$ cat config.mk
export PLATFORM = sky130hd
export DESIGN_NAME = srqe_front
export DESIGN_NICKNAME = d
export VERILOG_FILES = /design/src/hw/rtl/srqe_pkg.sv /design/src/hw/rtl/srqe_front.sv
export SDC_FILE = /design/constraint.sdc
export NUM_CORES = 1
export LEC_CHECK = 0
export ABC_AREA = 1
export BUFFER_PORTS_ARGS = -buffer_cell sky130_fd_sc_hd__buf_4
export CAP_MARGIN = 20
export CORE_MARGIN = 2
export CORE_UTILIZATION = 30
export CTS_CLUSTER_DIAMETER = 50
export DETAILED_ROUTE_END_ITERATION = 8
export SLEW_MARGIN = 25
export SYNTH_ARGS = -nofsm -noshare
export SYNTH_HDL_FRONTEND = slang
export SYNTH_SLANG_ARGS = --single-unit
$ cat constraint.sdc
create_clock -name clk_i -period 11.9 [get_ports clk_i]
set_clock_uncertainty 0.15 [all_clocks]
set_input_delay 1.19 -clock clk_i [delete_from_list [all_inputs] [get_ports clk_i]]
set_output_delay 1.19 -clock clk_i [all_outputs]
set_load 0.05 [all_outputs]
$ cat src/hw/rtl/srqe_pkg.sv
// Shared types, constants and helpers of the segment ribbon quad expander.
`timescale 1ns / 1ps
`default_nettype none

package srqe_pkg;

  localparam int unsigned MAX_SEGMENTS = 512;
  localparam int unsigned CNT_W        = $clog2(MAX_SEGMENTS + 1);
  localparam int unsigned VN_W         = 11;

  localparam logic [2:0] CFG_CAMERA_X   = 3'd0;
  localparam logic [2:0] CFG_CAMERA_Y   = 3'd1;
  localparam logic [2:0] CFG_CAMERA_Z   = 3'd2;
  localparam logic [2:0] CFG_HALF_WIDTH = 3'd3;
  localparam logic [2:0] CFG_MIN_LENGTH = 3'd4;

  localparam logic       OP_FINISH    = 1'b1;
  localparam logic       KIND_VERTEX  = 1'b0;
  localparam logic       KIND_SUMMARY = 1'b1;
  localparam logic [2:0] COLOR_BLUE   = 3'd0;
  localparam logic [2:0] COLOR_RED    = 3'd2;
  localparam logic [2:0] COLOR_LAST   = 3'd4;

  localparam logic [31:0] HALF_WIDTH_RST = 32'd49152;
  localparam logic [15:0] MIN_LENGTH_RST = 16'd1;

  typedef struct packed {
    logic [31:0] camera_x;
    logic [31:0] camera_y;
    logic [31:0] camera_z;
    logic [31:0] half_width;
    logic [15:0] min_length;
  } cfg_t;

  typedef struct packed {
    logic        finish;
    logic [31:0] sx;
    logic [31:0] sy;
    logic [31:0] sz;
    logic [31:0] ex;
    logic [31:0] ey;
    logic [31:0] ez;
    logic [2:0]  pal;
  } item_t;

  function automatic logic [32:0] mag33(input logic [32:0] v);
    return v[32] ? (33'd0 - v) : v;
  endfunction

  function automatic logic [32:0] mag32(input logic [31:0] v);
    return v[31] ? (33'd0 - {1'b1, v}) : {1'b0, v};
  endfunction

  function automatic logic [41:0] mag42(input logic [41:0] v);
    return v[41] ? (42'd0 - v) : v;
  endfunction

  // clamp a 43-bit two's complement value into 32 bits
  function automatic logic [31:0] sat32(input logic [42:0] v);
    logic [31:0] r;
    r = v[31:0];
    if (!v[42] && (|v[41:31])) r = 32'h7FFF_FFFF;
    if (v[42] && !(&v[41:31])) r = 32'h8000_0000;
    return r;
  endfunction

endpackage

`default_nettype wire

$ cat src/hw/rtl/srqe_front.sv
// Front end: accepts words, picks the final color and queues them.
`timescale 1ns / 1ps
`default_nettype none

module srqe_front import srqe_pkg::*; (
  input  logic        clk_i,
  input  logic        rst_ni,
  input  logic        in_valid_i,
  output logic        in_ready_o,
  input  logic        op_i,
  input  logic [31:0] start_x_i,
  input  logic [31:0] start_y_i,
  input  logic [31:0] start_z_i,
  input  logic [31:0] end_x_i,
  input  logic [31:0] end_y_i,
  input  logic [31:0] end_z_i,
  input  logic [2:0]  color_code_i,
  input  logic        rejected_i,
  output logic        q_valid_o,
  output item_t       q_item_o,
  input  logic        q_pop_i
);

  item_t       mem_q [2];
  logic        wr_ptr_q, wr_ptr_d;
  logic        rd_ptr_q, rd_ptr_d;
  logic [1:0]  cnt_q, cnt_d;
  item_t       item_in;
  logic        push;

  always_comb begin
    item_in.finish = (op_i == OP_FINISH);
    item_in.sx     = start_x_i;
    item_in.sy     = start_y_i;
    item_in.sz     = start_z_i;
    item_in.ex     = end_x_i;
    item_in.ey     = end_y_i;
    item_in.ez     = end_z_i;
    if (rejected_i) begin
      item_in.pal = COLOR_RED;
    end else if (color_code_i > COLOR_LAST) begin
      item_in.pal = COLOR_BLUE;
    end else begin
      item_in.pal = color_code_i;
    end
  end

  assign in_ready_o = (cnt_q != 2'd2);
  assign q_valid_o  = (cnt_q != 2'd0);
  assign q_item_o   = mem_q[rd_ptr_q];
  assign push       = in_valid_i && in_ready_o;

  always_comb begin
    wr_ptr_d = wr_ptr_q;
    rd_ptr_d = rd_ptr_q;
    cnt_d    = cnt_q;
    if (push) begin
      wr_ptr_d = ~wr_ptr_q;
    end
    if (q_pop_i && q_valid_o) begin
      rd_ptr_d = ~rd_ptr_q;
    end
    if (push && !(q_pop_i && q_valid_o)) begin
      cnt_d = cnt_q + 2'd1;
    end else if (!push && q_pop_i && q_valid_o) begin
      cnt_d = cnt_q - 2'd1;
    end
  end

  always_ff @(posedge clk_i or negedge rst_ni) begin
    if (!rst_ni) begin
      wr_ptr_q <= 1'b0;
      rd_ptr_q <= 1'b0;
      cnt_q    <= 2'd0;
    end else begin
      wr_ptr_q <= wr_ptr_d;
      rd_ptr_q <= rd_ptr_d;
      cnt_q    <= cnt_d;
    end
  end

  always_ff @(posedge clk_i) begin
    if (push) begin
      mem_q[wr_ptr_q] <= item_in;
    end
  end

endmodule

`default_nettype wire

==> impl_metrics.csv <==
group,metric,value,unit
place,io_buffers,398,
route,antenna_violating_nets_post_route,0,
floorplan,io_pins,399,
run,drv_cap,0,
route,drt-pass1-iter-count,4,
sta,worst_slack,7170,ps
sta,min_period,4730,ps
sta,max_slew_margin,32.7,%
logic_synthesis,synth_warnings,0,
logic_synthesis,syn_avg_cell_area,13.7,um^2
setup_path,crit_chain,"inv_6 -> buf_4 -> nand2_1 -> nand2_1 -> buf_4",
cts,cts.clk_slew.worst_paths,60,ps
logic_synthesis,syn_area,14500,um^2
route,post_drt_wl_per_cell,16.7,um
floorplan,fp.dieW,224,um
sta,fin_crit_sh,39.7,%
setup_path,worstPathArrival,3390,ps
status,status,"finished clean",
place,hpwl,23.2,mm
cts,cts.path.max_buffers,3,
floorplan,rows,80,
sta,rsz0062_at_grt,"false",
setup_path,cpMaxStageDelayCell,"buf_4",
place,routabilityCongestion,0.809,
setup_path,path_class,"reg -> out",
layout,fin_nets,1674,
grt,use_met3,5.02,%
logic_synthesis,syn_inst,1060,
sta,setup_violations,0,
grt,grt_overflow_total,0,
cts,ctsHoldBuffers,0,
power_and_ir_drop,ir_drop,0.156,mV
cts,htreeDepth,2,
grt,grt_max_degree,113,
route,wirelength,35.5,mm
layout,fill_cells,4471,
setup_path,critical-path-top-delay-family,"buffers and inverters",
cts,clk_latency,560,ps
floorplan,die_y,224,um
route,drc,0,
cts,cts_sinks,396,
route,drt_iter0_drc,442,
grt,grt_pass1_vias,9159,
sta,fmax,212,MHz
setup_path,worstSetupStartpoint,"rd_ptr_q",
sta,hold_violations,0,
layout,final_core_util,41.1,%
logic_synthesis,synth_nets,1261,
place,place_ws,7570,ps
layout,layout.cells.most_common,"nand2_1",
worst_hold_path,min_path_type,"in -> async",
grt,grt_busiest_layer,"met2",
grt,grt_antenna_before_repair,3,
cts,cts-resized-gates,0,
cts,cts_buffers,46,
floorplan,start_util,30.4,%
layout,final_cell_mix,"nand2_1, buf_4, edfxtp_1, clkbuf_16, clkinv_1",
grt,use_met2,22.9,%
cts,cts_tree,"built",
sta,tns,0,ps
sta,slew_violations,0,
layout,layout-drive-gt1-share,31.7,%
route,route.vias.total,9167,
setup_path,r2r_start,"cnt_q[0]",
setup_path,cp.required,10560,ps
power_and_ir_drop,p_leak,8.24,nW
grt,gr-usage-all-layers,13.9,%
logic_synthesis,yosysSeqAreaShare,81.9,%
layout,n_antenna_cell,0,
setup_path,path_max_fanout,112,
setup_path,cp-end-kind,"output port",
grt,use_met1,16.7,%
cts,post_cts_buffers,0,
setup_path,cp_num_buf_inv,3,
logic_synthesis,synth_seq_cells,396,
cts,root_buffer,"clkbuf_16",
setup_path,startpoint_type,"flip-flop",
floorplan,die_area,50100,um^2
setup_path,cp_slowest_stage_delay,860,ps
grt,grt_pass1_wl,53.2,mm
power_and_ir_drop,power.density,299,nW/um^2
sta,worstMarginPinSlew,1010,ps
layout,syn2layout_area_growth,35.2,%
logic_synthesis,yosys.cell_types.count,14,
route,drt-vias-per-instance,4.32,
floorplan,core_area,47700,um^2
metrics by stage:
step	cells	hold WS (ps)	power [W]	area [um^2]
finish	2124	268	0.00587	19600
CTS	2123	234	0.00594	19600
global route	2124	249	0.00615	19600
detailed placement	2039	422	0.00455	18100
floorplan	1060	335	0.00384	14500
global placement	2039	386	0.00454	18100
sequential cells by signal, summed over array words and instances, names as in the netlist:
name and cells:
cnt_q 2, mem_q 392, rd_ptr_q 1, wr_ptr_q 1
cell usage after synthesis:
master    instances  area [um^2]
nand2_1         593         2230
edfxtp_1        392        11800
buf_2            24          120
buf_4            15          113
nor2_1            9         33.8
inv_1             7         26.3
buf_6             4         45.0
dfrtp_1           4          100
nand3_1           4         20.0
o21ai_0           3         15.0
a21oi_1           2         10.0
inv_4             1         6.26
nor3_1            1         5.00
o21bai_1          1         7.51
cell type report:
class	count	area (um^2)	share of cell area, %
Sequential cell	396	11900	60.6
Timing Repair Buffer	408	3080	15.7
Multi-Input combinational cell	613	2330	11.9
Clock buffer	56	1250	6.39
Tap cell	615	769	3.93
Clock inverter	28	254	1.30
Inverter	8	35.0	0.179
report_power, final:
part	switching (W)	total, W	internal [W]
Clock	0.000553	0.00137	0.000820
Combinational	0.00190	0.00251	0.000614
Sequential	0.000100	0.00198	0.00188
cell families (layout without fill, tap and decap cells):
group	after synthesis	in the layout	share of synthesized area [%]
compound gates	6	6	0.224
simple gates	607	607	15.8
flops	396	396	81.9
buf+inv	51	500	2.14
final timing paths:
kind	endpoint	slack, ps	cells past startpoint
setup / recovery	q_item_o[72]	7170	5
hold / removal	cnt_q[0]	270	1
setup reg to reg	mem_q[0][84]	8480	6
hold reg to reg	wr_ptr_q	450	2
max in group asynchronous	rd_ptr_q	11210	1
min in group clk_i	wr_ptr_q	450	2
layer usage:
metal / wire, um / vias to the layer above
li1: - / 4421
met2: 17300 / 342
met5: 12 / -
met1: 14100 / 4337
met3: 3130 / 65
met4: 982 / 2
No activity file was read; power rests on OpenSTA's default activity.
