<file path="src/hw/rtl/srqe_div.sv">
// Radix-2 restoring divider, 64-bit dividend by 33-bit divisor.
`timescale 1ns / 1ps
`default_nettype none

module srqe_div (
  input  logic        clk_i,
  input  logic        rst_ni,
  input  logic        start_i,
  input  logic [63:0] num_i,
  input  logic [32:0] den_i,
  output logic        done_o,
  output logic [63:0] quo_o
);

  logic [63:0] num_q, num_d;
  logic [32:0] den_q, den_d;
  logic [32:0] rem_q, rem_d;
  logic [63:0] quo_q, quo_d;
  logic [5:0]  cnt_q, cnt_d;
  logic        busy_q, busy_d;
  logic        done_q, done_d;
  logic [33:0] trial;

  assign trial  = {rem_q, num_q[63]};
  assign done_o = done_q;
  assign quo_o  = quo_q;

  always_comb begin
    num_d  = num_q;
    den_d  = den_q;
    rem_d  = rem_q;
    quo_d  = quo_q;
    cnt_d  = cnt_q;
    busy_d = busy_q;
    done_d = 1'b0;
    if (start_i) begin
      num_d  = num_i;
      den_d  = den_i;
      rem_d  = 33'd0;
      cnt_d  = 6'd63;
      busy_d = 1'b1;
    end else if (busy_q) begin
      num_d = {num_q[62:0], 1'b0};
      if (trial >= {1'b0, den_q}) begin
        rem_d = 33'(trial - {1'b0, den_q});
        quo_d = {quo_q[62:0], 1'b1};
      end else begin
        rem_d = trial[32:0];
        quo_d = {quo_q[62:0], 1'b0};
      end
      cnt_d = cnt_q - 6'd1;
      if (cnt_q == 6'd0) begin
        busy_d = 1'b0;
        done_d = 1'b1;
      end
    end
  end

  always_ff @(posedge clk_i or negedge rst_ni) begin
    if (!rst_ni) begin
      busy_q <= 1'b0;
      done_q <= 1'b0;
    end else begin
      busy_q <= busy_d;
      done_q <= done_d;
    end
  end

  always_ff @(posedge clk_i) begin
    num_q <= num_d;
    den_q <= den_d;
    rem_q <= rem_d;
    quo_q <= quo_d;
    cnt_q <= cnt_d;
  end

endmodule

`default_nettype wire

</file>
<file path="config.mk">
export PLATFORM = sky130hd
export DESIGN_NAME = srqe_div
export DESIGN_NICKNAME = d
export VERILOG_FILES = /design/src/hw/rtl/srqe_div.sv
export SDC_FILE = /design/constraint.sdc
export NUM_CORES = 1
export LEC_CHECK = 0
export BUFFER_PORTS_ARGS = -buffer_cell sky130_fd_sc_hd__buf_2
export CAP_MARGIN = 20
export CORE_MARGIN = 2
export CORE_UTILIZATION = 58
export CTS_BUF_LIST = sky130_fd_sc_hd__clkbuf_4
export CTS_CLUSTER_SIZE = 10
export DETAILED_ROUTE_END_ITERATION = 12
export GPL_ROUTABILITY_DRIVEN = 0
export PLACE_DENSITY = 0.82
export SLEW_MARGIN = 25
export SYNTH_ARGS = -nofsm -noshare
export SYNTH_HDL_FRONTEND = slang
export SYNTH_SLANG_ARGS = --single-unit
</file>
<file path="constraint.sdc">
create_clock -name clk_i -period 4.31 [get_ports clk_i]
set_input_delay 0.2155 -clock clk_i [delete_from_list [all_inputs] [get_ports clk_i]]
set_output_delay 0.2155 -clock clk_i [all_outputs]
set_load 0.005 [all_outputs]
</file>
==> results of run 1 <==
[what timing repair did]
action | 4_1_cts | 5_1_grt
endpoints found under the hold margin | 99 | 0
setup buffers | 0 | 0
setup endpoints to repair | 0 | 0
hold buffers | 99 | 0
[path summary, 6_finish.rpt]
path                                      from                     end  slack, ns
setup reg to reg           num_q[63]$_DFFE_PP_  rem_q[31]$_SDFFE_PP0P_       0.76
hold / removal                         start_i   rem_q[7]$_SDFFE_PP0P_       0.12
hold reg to reg            quo_o[21]$_DFFE_PP_     quo_o[22]$_DFFE_PP_       0.44
setup / recovery           num_q[63]$_DFFE_PP_  rem_q[31]$_SDFFE_PP0P_       0.76
max in group asynchronous               rst_ni        busy_q$_DFF_PN0_       3.69
min in group asynchronous               rst_ni        busy_q$_DFF_PN0_       0.48
[cell type report]
class,count,area (um^2)
Fill cell,1020,3782
Tap cell,216,270.3
Timing Repair Buffer,273,1889
Clock buffer,82,615.6
Clock inverter,13,57.56
Antenna cell,1,2.502
Sequential cell,202,5667
Inverter,46,172.7
Multi-Input combinational cell,433,3256
[cells in the final DEF, fill, tap and decap left out, types with 17 or more instances in the layout]
| cell type | n |
|---|---|
| sky130_fd_sc_hd__mux2_2 | 66 |
| sky130_fd_sc_hd__edfxtp_1 | 161 |
| sky130_fd_sc_hd__dfxtp_1 | 39 |
| sky130_fd_sc_hd__clkbuf_4 | 82 |
| sky130_fd_sc_hd__xnor2_1 | 21 |
| sky130_fd_sc_hd__nand2_1 | 30 |
| sky130_fd_sc_hd__dlygate4sd3_1 | 99 |
| sky130_fd_sc_hd__a21o_1 | 20 |
| sky130_fd_sc_hd__inv_1 | 43 |
| sky130_fd_sc_hd__nor2_1 | 56 |
| sky130_fd_sc_hd__ha_1 | 35 |
| sky130_fd_sc_hd__a21oi_1 | 49 |
| sky130_fd_sc_hd__o21ai_0 | 17 |
| sky130_fd_sc_hd__buf_2 | 163 |
| sky130_fd_sc_hd__a211oi_1 | 24 |
[flip-flops by register name (all words and copies together), names as in the netlist]
signal	count
done_o	1
busy_q	1
cnt_q	6
den_q	33
quo_o	64
rem_q	33
num_q	64
[worst max-delay path: cells and delay by family (launching register included)]
kind / cells / cell delay (ns)
AOI/OAI and AO/OA: 8 / 1.84
and+or+nand+nor: 1 / 0.24
DFF: 1 / 0.38
buffers and inverters: 3 / 0.41
adders and majority gates: 2 / 0.54
[per-stage QoR]
| stage | util (%) | setup slack, ns |
|---|---|---|
| detailed placement | 65.32 | 0.7234 |
| floorplan | - | 1.182 |
| global placement | 65.32 | 0.7801 |
| global route | 75.93 | 0.4941 |
| finish | 75.93 | 0.7590 |
| CTS | 75.91 | 0.7541 |
[power by group]
part	total (mW)	internal [mW]	leakage, nW	switching [mW]
logic	2.01	0.932	2.67	1.08
clock network	1.65	0.863	0.399	0.789
registers	2.56	2.39	1.92	0.169
[metal layers]
layer  vias to the layer above  GRT usage, %  wire [um]
met1                      3174         29.68       8478
met2                       271         41.76      10270
met5                         -             0          0
met4                         0         9.804        573
met3                        56         5.658       1446
li1                       3257             -          -
[logic make-up (layout without fill, tap and decap cells)]
logic type,after synthesis,in the layout,share of synthesized area [%]
simple gates,143,143,7.356
compound gates,147,147,10.85
flops,202,202,61.23
mux,75,75,9.006
other cells,0,1,0
buf+inv,76,414,3.583
xor+xnor,32,32,3.029
fa+ha+maj,36,36,4.949
==> key figures, run 1 <==
Layout
  – Post-layout net count: around 1,100
  – Non-filler cells, final: 1,266
  – Share of layout cells above drive strength 1: between 30% and 40%
  – Design area: 0.01193 mm^2
  – Synthesis-to-layout area growth: 28.94%

Synthesis
  – Number of warnings issued by yosys: 0
  – Post-synth top cells: sky130_fd_sc_hd__edfxtp_1, sky130_fd_sc_hd__mux2_2, sky130_fd_sc_hd__nor2_1, sky130_fd_sc_hd__a21oi_1, sky130_fd_sc_hd__inv_1
  – Flip-flop and latch count after synthesis: 202
  – Number of synthesized flops with an enable pin: 161
  – Fraction of registers with async set or reset after synthesis: less than 1%
  – Post-synth top area cell: sky130_fd_sc_hd__edfxtp_1
  – Synthesized netlist net count: 847
  – Mean instance size in the synthesized netlist: roughly 13 um^2
  – Synthesized instance count: 711
  – Register area share after synthesis: around three fifths
  – Most instantiated flip-flop cell in the synthesis netlist: sky130_fd_sc_hd__edfxtp_1
  – Dominant cells by area after synthesis: sky130_fd_sc_hd__edfxtp_1, sky130_fd_sc_hd__dfxtp_1, sky130_fd_sc_hd__mux2_2, sky130_fd_sc_hd__ha_1, sky130_fd_sc_hd__a21oi_1
  – Top-area cell type share of the netlist area: 52.25%
  – Most used standard cell by instance count after synthesis: sky130_fd_sc_hd__edfxtp_1
  – Synth cell types: 57
  – Synth Cell Area: 0.009253 mm^2

GRT
  – Total gr overflow: 0
  – First-pass GRT wire length: 32.06 mm
  – Number of global-route vias before repair: 6,637
  – Maximum number of pins on one net before global-route repair: 71
  – Number of antenna violations at the first check in global routing: 1
  – Total track usage: around 24%

Timing
  – Worst setup skew after layout: between 0.04 and 0.05 ns
  – Max transition margin: a little over two fifths
  – Pins over their slew limit: 0
  – Setup Viol. Count Final: 0
  – Number of hold-slack violations in the final timing report: 0
  – Time the worst path needs with I/O delays and setup: 3.551 ns
  – Maximum frequency from static timing analysis: ~0.28 GHz
  – Share of the clock period used by the worst path: 82.39%
  – Final sum of negative setup slack: 0 ns
  – Worst Hold Slack: around 0.12 ns
  – Setup repair after global routing missed its margin: no
  – Slew at the pin with the worst max-slew slack: around 0.86 ns

Setup path
  – Startpoint class of the critical path: flop
  – Endpoint kind of the worst setup timing path: flop
  – Critical path class: reg -> reg
  – Crit path top cell by count: sky130_fd_sc_hd__inv_1
  – Critical path required time: 4.81 ns
  – Cells traversed along the worst timing path: inv_1 > ha_1 > inv_1 > fa_1 > a21o_1 > a221oi_4 > o211ai_2 > o31a_4 > o21bai_4 > a41oi_4 > buf_4 > or2b_1 > a31oi_1 > a211oi_1
  – FF-to-FF path depth: 14
  – Crit-path max FO: 16
  – CP arrival: 4.05 ns
  – Delay contributed by the slowest stage of the critical path: 0.40 ns
  – Max stage delay cell, worst path: sky130_fd_sc_hd__a41oi_4

Clocking
  – Clock Tree Buf Depth: 3
  – Clock Latency Late Sink: 0.66 ns
  – Clock root buffer master: sky130_fd_sc_hd__clkbuf_4
  – Clock net sink count: approximately 200
  – Clock transition at the registers of the reported paths: 0.07 ns
  – Total of cells resized after clock tree synthesis: 0
  – H-tree levels: 2
  – TritonCTS clock tree: yes
  – CTS buffer count: 51

Floorplanning
  – Die area: 0.01698 mm^2
  – Core ar.: 0.01571 mm^2
  – Starting utilization of the core area: 58.89%
  – Die W: 130.3 um
  – Vertical extent of the die: 130.3 um
  – Site row count: 46
  – IO Count: 165

Detailed routing
  – Sum of routed wire length over all layers: 20.77 mm
  – Starting DRT DRC Count: around 370
  – 1st-pass router iterations: 5
  – Wire length per cell after detailed routing: 16.40 um
  – Vias post-DR: 6,758
  – Number of vias per cell: roughly 5.3
  – Drc violations: 0
  – Number of nets with antenna violations after detailed routing: 0

Pwr
  – Power after layout: between 6 and 7 mW
  – Leakage dissipation: around 5.0 nW
  – Power density normalized to cell area: around 520 mW/mm^2
  – Worst IR drop on VDD: 0.3684 mV

Job
  – Number of max-cap violations: 0

Placement
  – Post-DP HPWL: 12.22 mm
  – Number of cells after detailed placement: 1,071
  – IO Port Bufs: 164
  – Placed inst area: 0.01026 mm^2

Min path
  – Path type of the worst min-delay path: in -> reg
  – Hold Path Stages: 2

Run status
  – Status: complete, no violations
No activity file was read; power rests on OpenSTA's default activity.
==> inputs of run 2 (changes only) <==
==> constraint.sdc (replaced) <==
create_clock -name clk_i -period 3.7 [get_ports clk_i]
set_input_delay 0.185 -clock clk_i [delete_from_list [all_inputs] [get_ports clk_i]]
set_output_delay 0.185 -clock clk_i [all_outputs]
set_load 0.005 [all_outputs]
==> run 2 against run 1 <==
  * Clock-buffer cell count down 7
  * Largest power group unchanged
  * Clock skew down 0.017 ns
  * Maximum frequency up 2.7%
  * Critical endpoint unchanged
  * Critical path type unchanged
==> key figures, run 2 (same netlist as run 1, synthesis figures left out) <==
Clocking
  – Clock Latency Late Sink: roughly 0.65 ns
  – Clock transition at the registers of the reported paths: 0.07 ns
  – Clock root buffer master: sky130_fd_sc_hd__clkbuf_4
  – CTS buffer count: 49
  – Clock Tree Buf Depth: 3
  – TritonCTS clock tree: yes
  – Clock net sink count: 202
  – H-tree levels: 2

Layout
  – Top library cells by usage in the layout, fill and taps aside: sky130_fd_sc_hd__buf_2, sky130_fd_sc_hd__edfxtp_1, sky130_fd_sc_hd__dlygate4sd3_1
  – Non-filler cells, final: between 1,000 and 1,500
  – Share of layout cells above drive strength 1: 31.96%
  – Post-layout net count: 1,142
  – Most frequent standard cell in the layout excluding fill and tap cells: sky130_fd_sc_hd__buf_2
  – Synthesis-to-layout area growth: 28.98%

Timing
  – Setup repair after global routing missed its margin: no
  – Share of the clock period used by the worst path: 93.48%
  – Setup Viol. Count Final: 0
  – Number of hold-slack violations in the final timing report: 0
  – Maximum frequency from static timing analysis: 0.2891 GHz
  – Final sum of negative setup slack: 0 ns
  – Worst setup skew after layout: 0.02983 ns
  – Pins over their slew limit: 0
  – Max transition margin: 45.43%
  – Slew at the pin with the worst max-slew slack: roughly 0.82 ns
  – Time the worst path needs with I/O delays and setup: 3.459 ns

Floorplanning
  – IO Count: 165
  – Starting utilization of the core area: 58.89%
  – Die area: 0.01698 mm^2
  – Site row count: 46
  – Core ar.: between 0.015 and 0.02 mm^2
  – Die W: 130.3 um
  – Vertical extent of the die: 130.3 um

GRT
  – First-pass GRT wire length: 32.41 mm
  – Number of global-route vias before repair: 6,582
  – Total gr overflow: 0
  – Total track usage: 24.63%
  – Number of antenna violations at the first check in global routing: 1
  – Maximum number of pins on one net before global-route repair: 66

Placement
  – Post-DP HPWL: 12.08 mm
  – Number of cells after detailed placement: 1,071
  – IO Port Bufs: 164

Setup path
  – Critical path required time: 4.26 ns
  – Family with the most delay on the worst path: compound AO/OA/AOI/OAI gates
  – CP arrival: 4.02 ns
  – Crit. path cell count: 11
  – Crit path from: den_q[2]$_DFFE_PP_
  – Reg2Reg Setup Slack: 0.24 ns
  – Critical path buffer and inverter count: 1
  – Endpoint kind of the worst setup timing path: flop
  – Crit-path max FO: 5
  – Critical path class: reg -> reg
  – Reg-to-reg startpoint: den_q[2]$_DFFE_PP_
  – Cells traversed along the worst timing path: inv_1 > ha_1 > o211ai_1 > a21o_1 > a211oi_1 > o211ai_1 > o31ai_1 > a21oi_1 > o32ai_1 > mux2_2 > a211oi_1
  – Max stage delay cell, worst path: sky130_fd_sc_hd__o31ai_1
  – Worst setup path end: rem_q[31]$_SDFFE_PP0P_
  – Critical R2R Capture: rem_q[31]$_SDFFE_PP0P_
  – Delay contributed by the slowest stage of the critical path: roughly 0.47 ns
  – Startpoint class of the critical path: flop
  – FF-to-FF path depth: 11

Detailed routing
  – Number of nets with antenna violations after detailed routing: 0
  – 1st-pass router iterations: 7
  – Starting DRT DRC Count: approximately 370
  – Sum of routed wire length over all layers: 21.41 mm
  – Number of vias per cell: 5.305
  – Drc violations: 0
  – Vias post-DR: 6,700
  – Wire length per cell after detailed routing: 16.95 um

Pwr
  – Power density normalized to cell area: 608.9 mW/mm^2
  – Leakage dissipation: 4.990 nW
  – Worst IR drop on VDD: 0.3215 mV
  – Power after layout: 7.266 mW

Job
  – Number of max-cap violations: 0

Min path
  – Path type of the worst min-delay path: in -> reg

Run status
  – Status: complete, no violations
[run 2: cell types whose count changed in the layout (fill, tap and decap cells not counted)]
cell and delta:
sky130_fd_sc_hd__bufinv_16 +1, sky130_fd_sc_hd__clkinvlp_4 -1, sky130_fd_sc_hd__clkinv_1 +1, sky130_fd_sc_hd__clkinv_2 +1, sky130_fd_sc_hd__diode_2 +1, sky130_fd_sc_hd__buf_12 +1
sky130_fd_sc_hd__clkbuf_4 -7, sky130_fd_sc_hd__buf_4 -1, sky130_fd_sc_hd__dlygate4sd3_1 +1
[run 2: area by class of cell]
cell class / instances / area (um^2)
flip-flops and latches: 202 / 5667
fillers: 1000 / 3779
multi-input cells: 433 / 3256
repair buffers: 274 / 1912
clock buffers: 75 / 563.0
well taps: 216 / 270.3
inverters: 46 / 172.7
clock inverters: 15 / 88.84
diodes: 2 / 5.005
[run 2: worst min-delay path by stage]
| stage | startpoint | to | slack [ns] | cells after the start |
|---|---|---|---|---|
| floorplan | rst_ni | busy_q$_DFF_PN0_ | -0.11 | 0 |
| global placement | rst_ni | done_o$_DFF_PN0_ | -0.03 | 1 |
| detailed placement | rst_ni | done_o$_DFF_PN0_ | -0.03 | 1 |
| CTS | den_i[15] | den_q[15]$_DFFE_PP_ | 0.20 | 2 |
| global route | den_i[7] | den_q[7]$_DFFE_PP_ | 0.21 | 2 |
| finish | den_i[5] | den_q[5]$_DFFE_PP_ | 0.25 | 2 |
[run 2: per-stage QoR]
stage | utilization (%) | hold WS, ns | instance area, um^2 | worst slack [ns]
4_1_cts | 75.92 | 0.2017 | 11930 | 0.2890
3_3_place_gp | 65.40 | -0.02999 | 10280 | 0.4050
3_5_place_dp | 65.40 | -0.02763 | 10280 | 0.3377
6_report | 75.95 | 0.2478 | 11930 | 0.2411
2_1_floorplan | - | -0.1106 | 9253 | 0.5717
5_1_grt | 75.94 | 0.2100 | 11930 | 0.03648
[run 2: timing repair]
action	CTS	global route
hold buffers	100	0
endpoints found under the hold margin	115	0
setup buffers	0	0
gates resized for setup	0	0
[run 2: power by group]
| group | leakage (nW) | total, mW | internal [mW] | switching [mW] |
|---|---|---|---|---|
| combinational | 2.68 | 2.37 | 1.09 | 1.27 |
| clock | 0.386 | 1.90 | 0.997 | 0.906 |
| sequential | 1.92 | 2.99 | 2.78 | 0.210 |
[run 2: routing by layer]
layer	wire length [um]	part of all wire, %	vias to the layer above	GRT usage, %
met1	8705	41	3154	29.61
met3	1513	7.1	55	6.068
met2	10460	49	254	41.70
met5	0	0	-	0
li1	-	-	3237	-
met4	732	3.4	0	12.02
